===== src/rtl/core/bitmap_block_allocator_top_macros.svh =====
// Assertion macros for the block allocator.
// Used by bitmap_block_allocator_top; expects aclk and aresetn in scope.
`ifndef BITMAP_BLOCK_ALLOCATOR_TOP_MACROS_SVH
`define BITMAP_BLOCK_ALLOCATOR_TOP_MACROS_SVH

// same-cycle implication
`define BBA_ASSERT_NOW(label, ante, cons, msg) \
    label: assert property (@(posedge aclk) disable iff (!aresetn) (ante) |-> (cons)) \
        else $error(msg);

// next-cycle implication
`define BBA_ASSERT_NEXT(label, ante, cons, msg) \
    label: assert property (@(posedge aclk) disable iff (!aresetn) (ante) |=> (cons)) \
        else $error(msg);

`endif


===== src/rtl/core/bba_pkg.sv =====
// Shared constants for the bitmap block allocator.
// No dependencies; used by bitmap_block_allocator_top.
`timescale 1ns / 1ps

package bba_pkg;

    localparam int BLOCK_CAP_DEF = 4096;
    localparam int WORD_BITS_DEF = 64;

    localparam int OP_W    = 2;
    localparam int BLK_W   = 12;
    localparam int COUNT_W = 13;
    localparam int IDX_W   = 2;

    localparam logic [OP_W-1:0] OP_FREE  = 2'd0;
    localparam logic [OP_W-1:0] OP_MARK  = 2'd1;
    localparam logic [OP_W-1:0] OP_ALLOC = 2'd2;

    localparam logic [IDX_W-1:0] REG_TOTAL_BLOCKS = 2'd0;
    localparam logic [IDX_W-1:0] REG_FIRST_DATA   = 2'd1;
    localparam logic [IDX_W-1:0] REG_INIT_FREE    = 2'd2;

    localparam logic [COUNT_W-1:0] TOTAL_RESET     = 13'd4096;
    localparam logic [BLK_W-1:0]   FIRST_RESET     = 12'd0;
    localparam logic [COUNT_W-1:0] INIT_FREE_RESET = 13'd4096;
    localparam logic [COUNT_W-1:0] COUNT_MAX       = 13'h1FFF;

endpackage


===== src/rtl/core/bitmap_block_allocator_top.sv =====
// Bitmap block allocator: usage bitmap in one synchronous RAM, first-fit scan.
// Rejected ops skip the scan and go straight to the result; free/mark scan words
// from word 0 up to the one holding block b; allocate scans up to the last word in
// range. One item at a time: the next item is taken once the result is posted.
// Reset: synchronous; a clearing pass writes all MAP_WORDS words
// with s_tready low; configuration writes are taken throughout.
// Depends on bba_pkg and bitmap_block_allocator_top_macros.svh.
`timescale 1ns / 1ps

`include "bitmap_block_allocator_top_macros.svh"

module bitmap_block_allocator_top #(
    parameter int BLOCK_CAP = bba_pkg::BLOCK_CAP_DEF,
    parameter int WORD_BITS = bba_pkg::WORD_BITS_DEF
) (
    input  logic                       aclk,
    input  logic                       aresetn,
    input  logic                       cfg_valid,
    output logic                       cfg_ready,
    input  logic [bba_pkg::IDX_W-1:0]  cfg_index,
    input  logic [bba_pkg::COUNT_W-1:0] cfg_data,
    input  logic                       s_tvalid,
    output logic                       s_tready,
    input  logic [15:0]                s_tdata,   // [11:0] block_number, [15:12] zero
    input  logic [bba_pkg::OP_W-1:0]   s_tuser,   // [1:0] operation
    output logic                       m_tvalid,
    input  logic                       m_tready,
    output logic [31:0]                m_tdata,   // [11:0] allocated_block, [24:12] free_count
    output logic [0:0]                 m_tuser    // [0] status
);

    localparam int MAP_WORDS = (BLOCK_CAP + WORD_BITS - 1) / WORD_BITS;
    localparam int AW        = (MAP_WORDS > 1) ? $clog2(MAP_WORDS) : 1;
    localparam int BASE_W    = $clog2((MAP_WORDS + 2) * WORD_BITS);
    localparam int CALC_W    = ((BASE_W > bba_pkg::COUNT_W) ? BASE_W : bba_pkg::COUNT_W) + 1;
    localparam int OFF_W     = $clog2(WORD_BITS + 1);
    localparam int POS_W     = $clog2(WORD_BITS);
    localparam int BLK_W     = bba_pkg::BLK_W;
    localparam int CNT_W     = bba_pkg::COUNT_W;

    localparam logic [AW-1:0]     LAST_ADDR = AW'(MAP_WORDS - 1);
    localparam logic [CALC_W-1:0] MAX_C     = CALC_W'(BLOCK_CAP);
    localparam logic [CALC_W-1:0] WB_C      = CALC_W'(WORD_BITS);

    localparam logic [1:0] ST_CLEAR = 2'd0;
    localparam logic [1:0] ST_IDLE  = 2'd1;
    localparam logic [1:0] ST_SCAN  = 2'd2;
    localparam logic [1:0] ST_POST  = 2'd3;

    logic [WORD_BITS-1:0] mem [MAP_WORDS];
    logic [WORD_BITS-1:0] rd_data_reg;

    logic [1:0]        state_reg, state_next;
    logic [AW-1:0]     clr_addr_reg, clr_addr_next;
    logic [AW-1:0]     issue_addr_reg, issue_addr_next;
    logic [BASE_W-1:0] issue_base_reg, issue_base_next;
    logic [AW-1:0]     chk_addr_reg, chk_addr_next;
    logic [BASE_W-1:0] chk_base_reg, chk_base_next;
    logic              chk_valid_reg, chk_valid_next;
    logic [bba_pkg::OP_W-1:0] op_reg, op_next;
    logic [BLK_W-1:0]  blk_reg, blk_next;
    logic [CNT_W-1:0]  total_reg, total_next;
    logic [BLK_W-1:0]  first_reg, first_next;
    logic [CNT_W-1:0]  init_free_reg, init_free_next;
    logic [CNT_W-1:0]  free_cnt_reg, free_cnt_next;
    logic              res_status_reg, res_status_next;
    logic [BLK_W-1:0]  res_blk_reg, res_blk_next;
    logic              m_valid_reg, m_valid_next;
    logic              m_status_reg, m_status_next;
    logic [BLK_W-1:0]  m_blk_reg, m_blk_next;
    logic [CNT_W-1:0]  m_cnt_reg, m_cnt_next;

    logic                 cfg_fire, s_fire, out_free;
    logic [CALC_W-1:0]    lim, base_c, blk_c, first_c;
    logic signed [CALC_W-1:0] lo_s, hi_s, diff_s;
    logic [OFF_W-1:0]     lo_c, hi_c;
    logic [WORD_BITS-1:0] mask, cand, bit_sel, wr_data;
    logic [POS_W-1:0]     found_pos, pos;
    logic                 found, hit, is_alloc, word_last;
    logic                 rd_en, wr_en;
    logic [AW-1:0]        wr_addr;
    logic [CNT_W-1:0]     cnt_up, cnt_down;

    assign cfg_ready = 1'b1;
    assign cfg_fire  = cfg_valid & cfg_ready;
    assign s_tready  = (state_reg == ST_IDLE);
    assign s_fire    = s_tvalid & s_tready;
    assign out_free  = ~m_valid_reg | m_tready;

    assign m_tvalid = m_valid_reg;
    assign m_tdata  = {7'd0, m_cnt_reg, m_blk_reg};
    assign m_tuser  = m_status_reg;

    assign lim     = (CALC_W'(total_reg) < MAX_C) ? CALC_W'(total_reg) : MAX_C;
    assign base_c  = CALC_W'(chk_base_reg);
    assign blk_c   = CALC_W'(blk_reg);
    assign first_c = CALC_W'(first_reg);
    assign is_alloc = (op_reg == bba_pkg::OP_ALLOC);

    assign cnt_up   = (free_cnt_reg != bba_pkg::COUNT_MAX) ? free_cnt_reg + 1'b1 : free_cnt_reg;
    assign cnt_down = (free_cnt_reg != '0) ? free_cnt_reg - 1'b1 : free_cnt_reg;

    // window of eligible bits within the word under examination
    always_comb begin
        lo_s   = $signed(first_c - base_c);
        hi_s   = $signed(lim - base_c);
        diff_s = $signed(blk_c - base_c);
        if (lo_s < 0) begin
            lo_c = '0;
        end else if (lo_s > $signed(WB_C)) begin
            lo_c = OFF_W'(WORD_BITS);
        end else begin
            lo_c = lo_s[OFF_W-1:0];
        end
        if (hi_s < 0) begin
            hi_c = '0;
        end else if (hi_s > $signed(WB_C)) begin
            hi_c = OFF_W'(WORD_BITS);
        end else begin
            hi_c = hi_s[OFF_W-1:0];
        end
        for (int j = 0; j < WORD_BITS; j++) begin
            mask[j] = (OFF_W'(j) >= lo_c) && (OFF_W'(j) < hi_c);
        end
        cand = ~rd_data_reg & mask;
    end

    // find first zero
    always_comb begin
        found_pos = '0;
        for (int j = WORD_BITS - 1; j >= 0; j--) begin
            if (cand[j]) begin
                found_pos = POS_W'(j);
            end
        end
        found     = |cand;
        hit       = (diff_s >= 0) && (diff_s < $signed(WB_C));
        word_last = (base_c + WB_C) >= lim;
        pos       = is_alloc ? found_pos : diff_s[POS_W-1:0];
        bit_sel   = WORD_BITS'(1) << pos;
        wr_data   = (op_reg == bba_pkg::OP_FREE) ? (rd_data_reg & ~bit_sel)
                                                 : (rd_data_reg | bit_sel);
    end

    always_comb begin
        state_next      = state_reg;
        clr_addr_next   = clr_addr_reg;
        issue_addr_next = issue_addr_reg;
        issue_base_next = issue_base_reg;
        chk_addr_next   = chk_addr_reg;
        chk_base_next   = chk_base_reg;
        chk_valid_next  = 1'b0;
        op_next         = op_reg;
        blk_next        = blk_reg;
        total_next      = total_reg;
        first_next      = first_reg;
        init_free_next  = init_free_reg;
        free_cnt_next   = free_cnt_reg;
        res_status_next = res_status_reg;
        res_blk_next    = res_blk_reg;
        m_valid_next    = m_valid_reg & ~m_tready;
        m_status_next   = m_status_reg;
        m_blk_next      = m_blk_reg;
        m_cnt_next      = m_cnt_reg;
        rd_en           = 1'b0;
        wr_en           = 1'b0;
        wr_addr         = chk_addr_reg;

        unique case (state_reg)
            ST_CLEAR: begin
                wr_en   = 1'b1;
                wr_addr = clr_addr_reg;
                clr_addr_next = clr_addr_reg + 1'b1;
                if (clr_addr_reg == LAST_ADDR) begin
                    state_next = ST_IDLE;
                end
            end
            ST_IDLE: begin
                if (s_fire) begin
                    op_next         = s_tuser;
                    blk_next        = s_tdata[BLK_W-1:0];
                    issue_addr_next = '0;
                    issue_base_next = '0;
                    res_status_next = 1'b1;
                    res_blk_next    = '0;
                    if ((s_tuser == bba_pkg::OP_ALLOC) ||
                        (((s_tuser == bba_pkg::OP_FREE) || (s_tuser == bba_pkg::OP_MARK)) &&
                         (CALC_W'(s_tdata[BLK_W-1:0]) < lim))) begin
                        state_next = ST_SCAN;
                    end else begin
                        state_next = ST_POST;
                    end
                end
            end
            ST_SCAN: begin
                rd_en           = 1'b1;
                chk_valid_next  = 1'b1;
                chk_addr_next   = issue_addr_reg;
                chk_base_next   = issue_base_reg;
                issue_base_next = issue_base_reg + BASE_W'(WORD_BITS);
                if (issue_addr_reg != LAST_ADDR) begin
                    issue_addr_next = issue_addr_reg + 1'b1;
                end
                if (chk_valid_reg) begin
                    if (is_alloc ? found : hit) begin
                        wr_en           = 1'b1;
                        free_cnt_next   = (op_reg == bba_pkg::OP_FREE) ? cnt_up : cnt_down;
                        res_status_next = 1'b0;
                        res_blk_next    = is_alloc ? BLK_W'(chk_base_reg + BASE_W'(found_pos))
                                                   : '0;
                        chk_valid_next  = 1'b0;
                        state_next      = ST_POST;
                    end else if (is_alloc && word_last) begin
                        chk_valid_next  = 1'b0;
                        state_next      = ST_POST;
                    end
                end
            end
            ST_POST: begin
                if (out_free) begin
                    m_valid_next  = 1'b1;
                    m_status_next = res_status_reg;
                    m_blk_next    = res_blk_reg;
                    m_cnt_next    = free_cnt_reg;
                    state_next    = ST_IDLE;
                end
            end
            default: begin
                state_next = ST_IDLE;
            end
        endcase

        if (cfg_fire) begin
            unique case (cfg_index)
                bba_pkg::REG_TOTAL_BLOCKS: total_next = cfg_data;
                bba_pkg::REG_FIRST_DATA:   first_next = cfg_data[BLK_W-1:0];
                bba_pkg::REG_INIT_FREE: begin
                    init_free_next = cfg_data;
                    free_cnt_next  = cfg_data;
                end
                default: begin
                end
            endcase
        end
    end

    always_ff @(posedge aclk) begin
        if (!aresetn) begin
            state_reg     <= ST_CLEAR;
            clr_addr_reg  <= '0;
            chk_valid_reg <= 1'b0;
            total_reg     <= bba_pkg::TOTAL_RESET;
            first_reg     <= bba_pkg::FIRST_RESET;
            init_free_reg <= bba_pkg::INIT_FREE_RESET;
            free_cnt_reg  <= '0;
            m_valid_reg   <= 1'b0;
        end else begin
            state_reg     <= state_next;
            clr_addr_reg  <= clr_addr_next;
            chk_valid_reg <= chk_valid_next;
            total_reg     <= total_next;
            first_reg     <= first_next;
            init_free_reg <= init_free_next;
            free_cnt_reg  <= free_cnt_next;
            m_valid_reg   <= m_valid_next;
        end
    end

    always_ff @(posedge aclk) begin
        issue_addr_reg <= issue_addr_next;
        issue_base_reg <= issue_base_next;
        chk_addr_reg   <= chk_addr_next;
        chk_base_reg   <= chk_base_next;
        op_reg         <= op_next;
        blk_reg        <= blk_next;
        res_status_reg <= res_status_next;
        res_blk_reg    <= res_blk_next;
        m_status_reg   <= m_status_next;
        m_blk_reg      <= m_blk_next;
        m_cnt_reg      <= m_cnt_next;
    end

    // bitmap RAM, registered read
    always_ff @(posedge aclk) begin
        if (rd_en) begin
            rd_data_reg <= mem[issue_addr_reg];
        end
        if (wr_en) begin
            mem[wr_addr] <= (state_reg == ST_CLEAR) ? '0 : wr_data;
        end
    end

    `BBA_ASSERT_NOW(a_no_write_idle, (state_reg == ST_IDLE) || (state_reg == ST_POST), !wr_en, "bitmap written outside scan or clear")
    `BBA_ASSERT_NEXT(a_write_ends_scan, wr_en && (state_reg == ST_SCAN), state_reg == ST_POST, "scan continued after update")
    `BBA_ASSERT_NEXT(a_fail_keeps_count, (state_reg == ST_SCAN) && chk_valid_reg && is_alloc && !found && word_last && !cfg_fire, $stable(free_cnt_reg), "failed allocate changed counter")

endmodule

===== config.mk =====
export PLATFORM = sky130hd
export DESIGN_NAME = bitmap_block_allocator_top
export DESIGN_NICKNAME = d
export VERILOG_FILES = /design/src/rtl/core/bba_pkg.sv /design/src/rtl/core/bitmap_block_allocator_top.sv
export VERILOG_INCLUDE_DIRS = /design/src /design/src/rtl/core
export SDC_FILE = /design/constraint.sdc
export NUM_CORES = 2
export LEC_CHECK = 0
export BUFFER_PORTS_ARGS = -buffer_cell sky130_fd_sc_hd__buf_4
export CORE_ASPECT_RATIO = 1.2
export CORE_MARGIN = 1.5
export CORE_UTILIZATION = 55
export DETAILED_ROUTE_END_ITERATION = 7
export PLACE_DENSITY = 0.71
export SYNTH_ARGS = -nofsm -noshare
export SYNTH_HDL_FRONTEND = slang
export SYNTH_SLANG_ARGS = --single-unit

===== constraint.sdc =====
create_clock -name aclk -period 18.94 [get_ports aclk]
set_input_delay 0.947 -clock aclk [delete_from_list [all_inputs] [get_ports aclk]]
set_output_delay 0.947 -clock aclk [all_outputs]
set_load 0.02 [all_outputs]

==> metrics.json <==
{
  "reg2regPathDepth": {"value": 20},
  "cp.buffers_inverters": {"value": 4},
  "critical_path_capture_point_type": {"value": "flop"},
  "worst_slack": {"value": 8.73, "unit": "ns"},
  "worst_ep_required_time": {"value": 19.48, "unit": "ns"},
  "synth_flop_cell": {"value": "sky130_fd_sc_hd__edfxtp_1"},
  "most-common-layout-cells": {"value": "sky130_fd_sc_hd__edfxtp_1, sky130_fd_sc_hd__mux4_2, sky130_fd_sc_hd__clkbuf_16"},
  "start_point_of_the_critical_path": {"value": "total_reg[12]$_SDFFE_PN1P_"},
  "post_route_cells_drive_above_1_share": {"value": 30.1, "unit": "%"},
  "dp.cells": {"value": 11300},
  "grt_max_degree": {"value": 160},
  "synthDominantAreaCellType": {"value": "sky130_fd_sc_hd__edfxtp_1"},
  "critPathLaunchType": {"value": "flop"},
  "drt_iter0_markers": {"value": 11800},
  "tritoncts.num_buffers": {"value": 402},
  "number_of_flops_mapped_to_enable_cells_by_yosys": {"value": 4239},
  "cellLeakagePower": {"value": 59.1, "unit": "nW"},
  "die_width": {"value": 508, "unit": "um"},
  "largest_reg_flops": {"value": 4096},
  "fmax": {"value": 97.9, "unit": "MHz"},
  "setup_slack_of_the_most_critical_reg_to_reg_path": {"value": 8.73, "unit": "ns"},
  "drc": {"value": 0},
  "layout.nets": {"value": 7780},
  "design.die.area": {"value": 310000, "unit": "um2"},
  "vias_per_cell": {"value": 6.97},
  "routed_wl": {"value": 460000, "unit": "um"},
  "critical-path-max-stage-delay": {"value": 1.07, "unit": "ns"},
  "tightestPinTransition": {"value": 1.40, "unit": "ns"},
  "drt_first_pass_iters": {"value": 7},
  "clock_tree.htree_level_count": {"value": 5},
  "flow.area_growth_from_synthesis": {"value": 11.8, "unit": "%"},
  "yosysWarningCount": {"value": 0},
  "worst_setup_path_endpoint": {"value": "mem[51][25]$_DFFE_PP_"},
  "per_instance_average_area_after_synthesis": {"value": 22.8, "unit": "um2"},
  "cp_data_arrival_time": {"value": 10.75, "unit": "ns"},
  "layout_min_cycle_time": {"value": 10.21, "unit": "ns"},
  "crit_cells": {"value": 20},
  "setup_viol": {"value": 0},
  "insertion_delay_of_the_later_clocked_pin_in_the_worst_skew_pair": {"value": 0.96, "unit": "ns"},
  "layout.filler_cells": {"value": 20000},
  "cts_setup_buffers": {"value": 0},
  "globalRouteTotalUtil": {"value": 29.9, "unit": "%"},
  "worst_r2r_endpoint": {"value": "mem[51][25]$_DFFE_PP_"},
  "globalRoute.totalOverflow": {"value": 0},
  "final_hold_viol_count": {"value": 0},
  "fp.coreArea": {"value": 305000, "unit": "um2"},
  "min-delay-path-class": {"value": "input pin to flop"},
  "grt_setup_unrepaired": {"value": "false"},
  "cap_viol_max_count": {"value": 0},
  "ant_nets": {"value": 0},
  "layout.cell_area.non_filler": {"value": 188000, "unit": "um2"},
  "mostFrequentLayoutCell": {"value": "sky130_fd_sc_hd__edfxtp_1"},
  "asyncSetResetFlopFracSynth": {"value": 0, "unit": "%"},
  "post_cts.resized_instances": {"value": 0},
  "grt_pass1_wl": {"value": 643000, "unit": "um"},
  "std_cell_rows": {"value": 222},
  "cell_by_cell_trace_of_the_critical_path": {"value": "inv_1 > nand2_1 > inv_1 > ha_1 > nand2b_2 > maj3_2 > and2_1 > nor3_1 > nor4_2 > or3_1 > a2111oi_0 > a2111oi_0 > nand2b_1 > and4bb_2 > a211oi_2 > a31o_2 > nand3_1 > nor2_4 > buf_4 > buf_4"},
  "drv_slew": {"value": 0},
  "floorplan.initialDensity": {"value": 55.3, "unit": "%"},
  "fp.dieH": {"value": 609, "unit": "um"},
  "post_layout_nonfiller_instances": {"value": 12100},
  "finClkSkew": {"value": 0.0789, "unit": "ns"},
  "cts_hold_buf": {"value": 0},
  "gp_congestion": {"value": 0.979},
  "flip_flop_and_latch_count_after_synthesis": {"value": 4287},
  "post_synth_main_area_contributors": {"value": "sky130_fd_sc_hd__edfxtp_1, sky130_fd_sc_hd__mux4_2, sky130_fd_sc_hd__clkbuf_1"},
  "synthDistinctLibCells": {"value": 99},
  "grt_antenna_before_repair": {"value": 21},
  "post_synth_inst_count": {"value": 7384},
  "outcome": {"value": "finished, final reports clean"},
  "r2r_start": {"value": "total_reg[12]$_SDFFE_PN1P_"},
  "netlist.area_leader.share": {"value": 75.5, "unit": "%"},
  "critical_path.top_delay_family": {"value": "simple AND/OR/NAND/NOR gates"},
  "hold_ws": {"value": 0.210, "unit": "ns"},
  "critical_path_peak_fanout": {"value": 28},
  "synthesis.area": {"value": 169000, "unit": "um2"},
  "cts-root-buf": {"value": "sky130_fd_sc_hd__clkbuf_16"},
  "worst_path_slowest_cell": {"value": "sky130_fd_sc_hd__nor2_4"},
  "synth.yosys.seq_area_share": {"value": 76.1, "unit": "%"},
  "grt_pass1_vias": {"value": 83400},
  "post-dp-hpwl": {"value": 250000, "unit": "um"},
  "power.density": {"value": 116, "unit": "nW/um2"},
  "critical_path_class": {"value": "flop to flop"},
  "clkTransAtPathRegs": {"value": 0.06, "unit": "ns"},
  "top_level_ports": {"value": 74},
  "numClockSinks": {"value": 4287},
  "cts_tree": {"value": "done"},
  "detail_route.wl_per_cell": {"value": 38.2, "unit": "um"},
  "period_share": {"value": 53.9, "unit": "%"},
  "routed-via-count": {"value": 84000},
  "timing.slew.headroom": {"value": 6.01, "unit": "%"},
  "timing.setup.tns": {"value": 0, "unit": "ns"},
  "detailed_place.area": {"value": 176000, "unit": "um2"},
  "buffer_ports.inserted": {"value": 61},
  "bufs_on_longest_clock_path": {"value": 4},
  "vdd_drop_max": {"value": 0.000157, "unit": "V"},
  "pre_cts_slack": {"value": 8.88, "unit": "ns"}
}
## cell type report
cell class	count	area [um2]	area share, %
well taps	4032	5040	2.68
inverters	60	225	0.120
flip-flops and latches	4287	128000	68.1
multi-input cells	2622	39600	21.0
diodes	11	27.5	0.0146
clock buffers	473	10500	5.56
clock inverters	246	2260	1.20
repair buffers	327	2550	1.36
## worst reg2reg max path: cells and delay by family (launching register included)
| family | cells | cell delay, ns |
|---|---|---|
| AND/OR/NAND/NOR | 10 | 4.90 |
| AO/OA/AOI/OAI | 4 | 1.77 |
| buffers and inverters | 4 | 1.85 |
| flip-flops | 1 | 0.72 |
| adder cells (fa/ha/maj) | 2 | 0.57 |
## where the power goes
part	leakage, nW	internal (mW)	switching (mW)
sequential	39.6	11.2	0.0907
combinational	13.2	0.870	1.75
clock	6.22	4.43	3.47
total	59.1	16.5	5.31
## Yosys cell counts, types with 12 or more instances
cell type / instances
sky130_fd_sc_hd__edfxtp_1: 4239
sky130_fd_sc_hd__mux4_2: 1344
sky130_fd_sc_hd__clkbuf_1: 296
sky130_fd_sc_hd__nor2_1: 206
sky130_fd_sc_hd__nand2_1: 140
sky130_fd_sc_hd__a21oi_1: 99
sky130_fd_sc_hd__buf_1: 95
sky130_fd_sc_hd__o21ai_0: 68
sky130_fd_sc_hd__a211oi_1: 62
sky130_fd_sc_hd__nor3_1: 59
sky130_fd_sc_hd__inv_1: 57
sky130_fd_sc_hd__a41oi_1: 48
sky130_fd_sc_hd__dfxtp_1: 48
sky130_fd_sc_hd__ha_1: 42
sky130_fd_sc_hd__nand3_1: 37
sky130_fd_sc_hd__nor4_1: 30
sky130_fd_sc_hd__o211ai_1: 30
sky130_fd_sc_hd__o31ai_1: 25
sky130_fd_sc_hd__a31oi_1: 23
sky130_fd_sc_hd__nand4_1: 22
sky130_fd_sc_hd__o21bai_1: 21
sky130_fd_sc_hd__nor2b_1: 20
sky130_fd_sc_hd__a21o_1: 19
sky130_fd_sc_hd__and2_1: 19
sky130_fd_sc_hd__mux2i_1: 19
sky130_fd_sc_hd__buf_2: 17
sky130_fd_sc_hd__or3_1: 16
sky130_fd_sc_hd__and3_1: 14
sky130_fd_sc_hd__nand2b_1: 13
sky130_fd_sc_hd__o41ai_1: 13
sky130_fd_sc_hd__xnor2_1: 13
sky130_fd_sc_hd__o21a_1: 12
## through the flow
| stage | power [mW] | utilization, % |
|---|---|---|
| 6_report | 21.8 | 61.8 |
| 5_1_grt | 22.4 | 61.8 |
| 4_1_cts | 21.9 | 61.8 |
| 3_5_place_dp | 14.1 | 57.7 |
| 3_3_place_gp | 14.0 | 57.7 |
| 2_1_floorplan | 13.1 | - |
## cells by family after synthesis
group	synth area share, %
flops	76.1
simple gates	1.80
other cells	0.00446
buf+inv	1.12
fa+ha+maj	0.336
mux	18.1
xor+xnor	0.125
compound gates	2.43
## per-layer routing
layer | GRT usage (%) | up-vias | part of all wire (%)
met5 | 0 | - | 0.015
met4 | 12.6 | 10 | 5.0
met3 | 5.50 | 986 | 10
met2 | 47.4 | 5425 | 48
met1 | 41.3 | 45100 | 36
li1 | - | 32500 | -
## how the worst min path moves through the flow
stage | from | endpoint | cells after the start
after global routing | s_tdata[9] | blk_reg[9]$_DFFE_PP_ | 1
after CTS | s_tdata[8] | blk_reg[8]$_DFFE_PP_ | 1
after floorplan | res_blk_reg[0]$_SDFFCE_PN0P_ | m_blk_reg[0]$_DFFE_PP_ | 0
final | s_tdata[8] | blk_reg[8]$_DFFE_PP_ | 1
after global placement | res_blk_reg[10]$_SDFFCE_PN0P_ | m_blk_reg[10]$_DFFE_PP_ | 0
after detailed placement | res_blk_reg[5]$_SDFFCE_PN0P_ | m_blk_reg[5]$_DFFE_PP_ | 0
No activity file was read; power rests on OpenSTA's default activity.
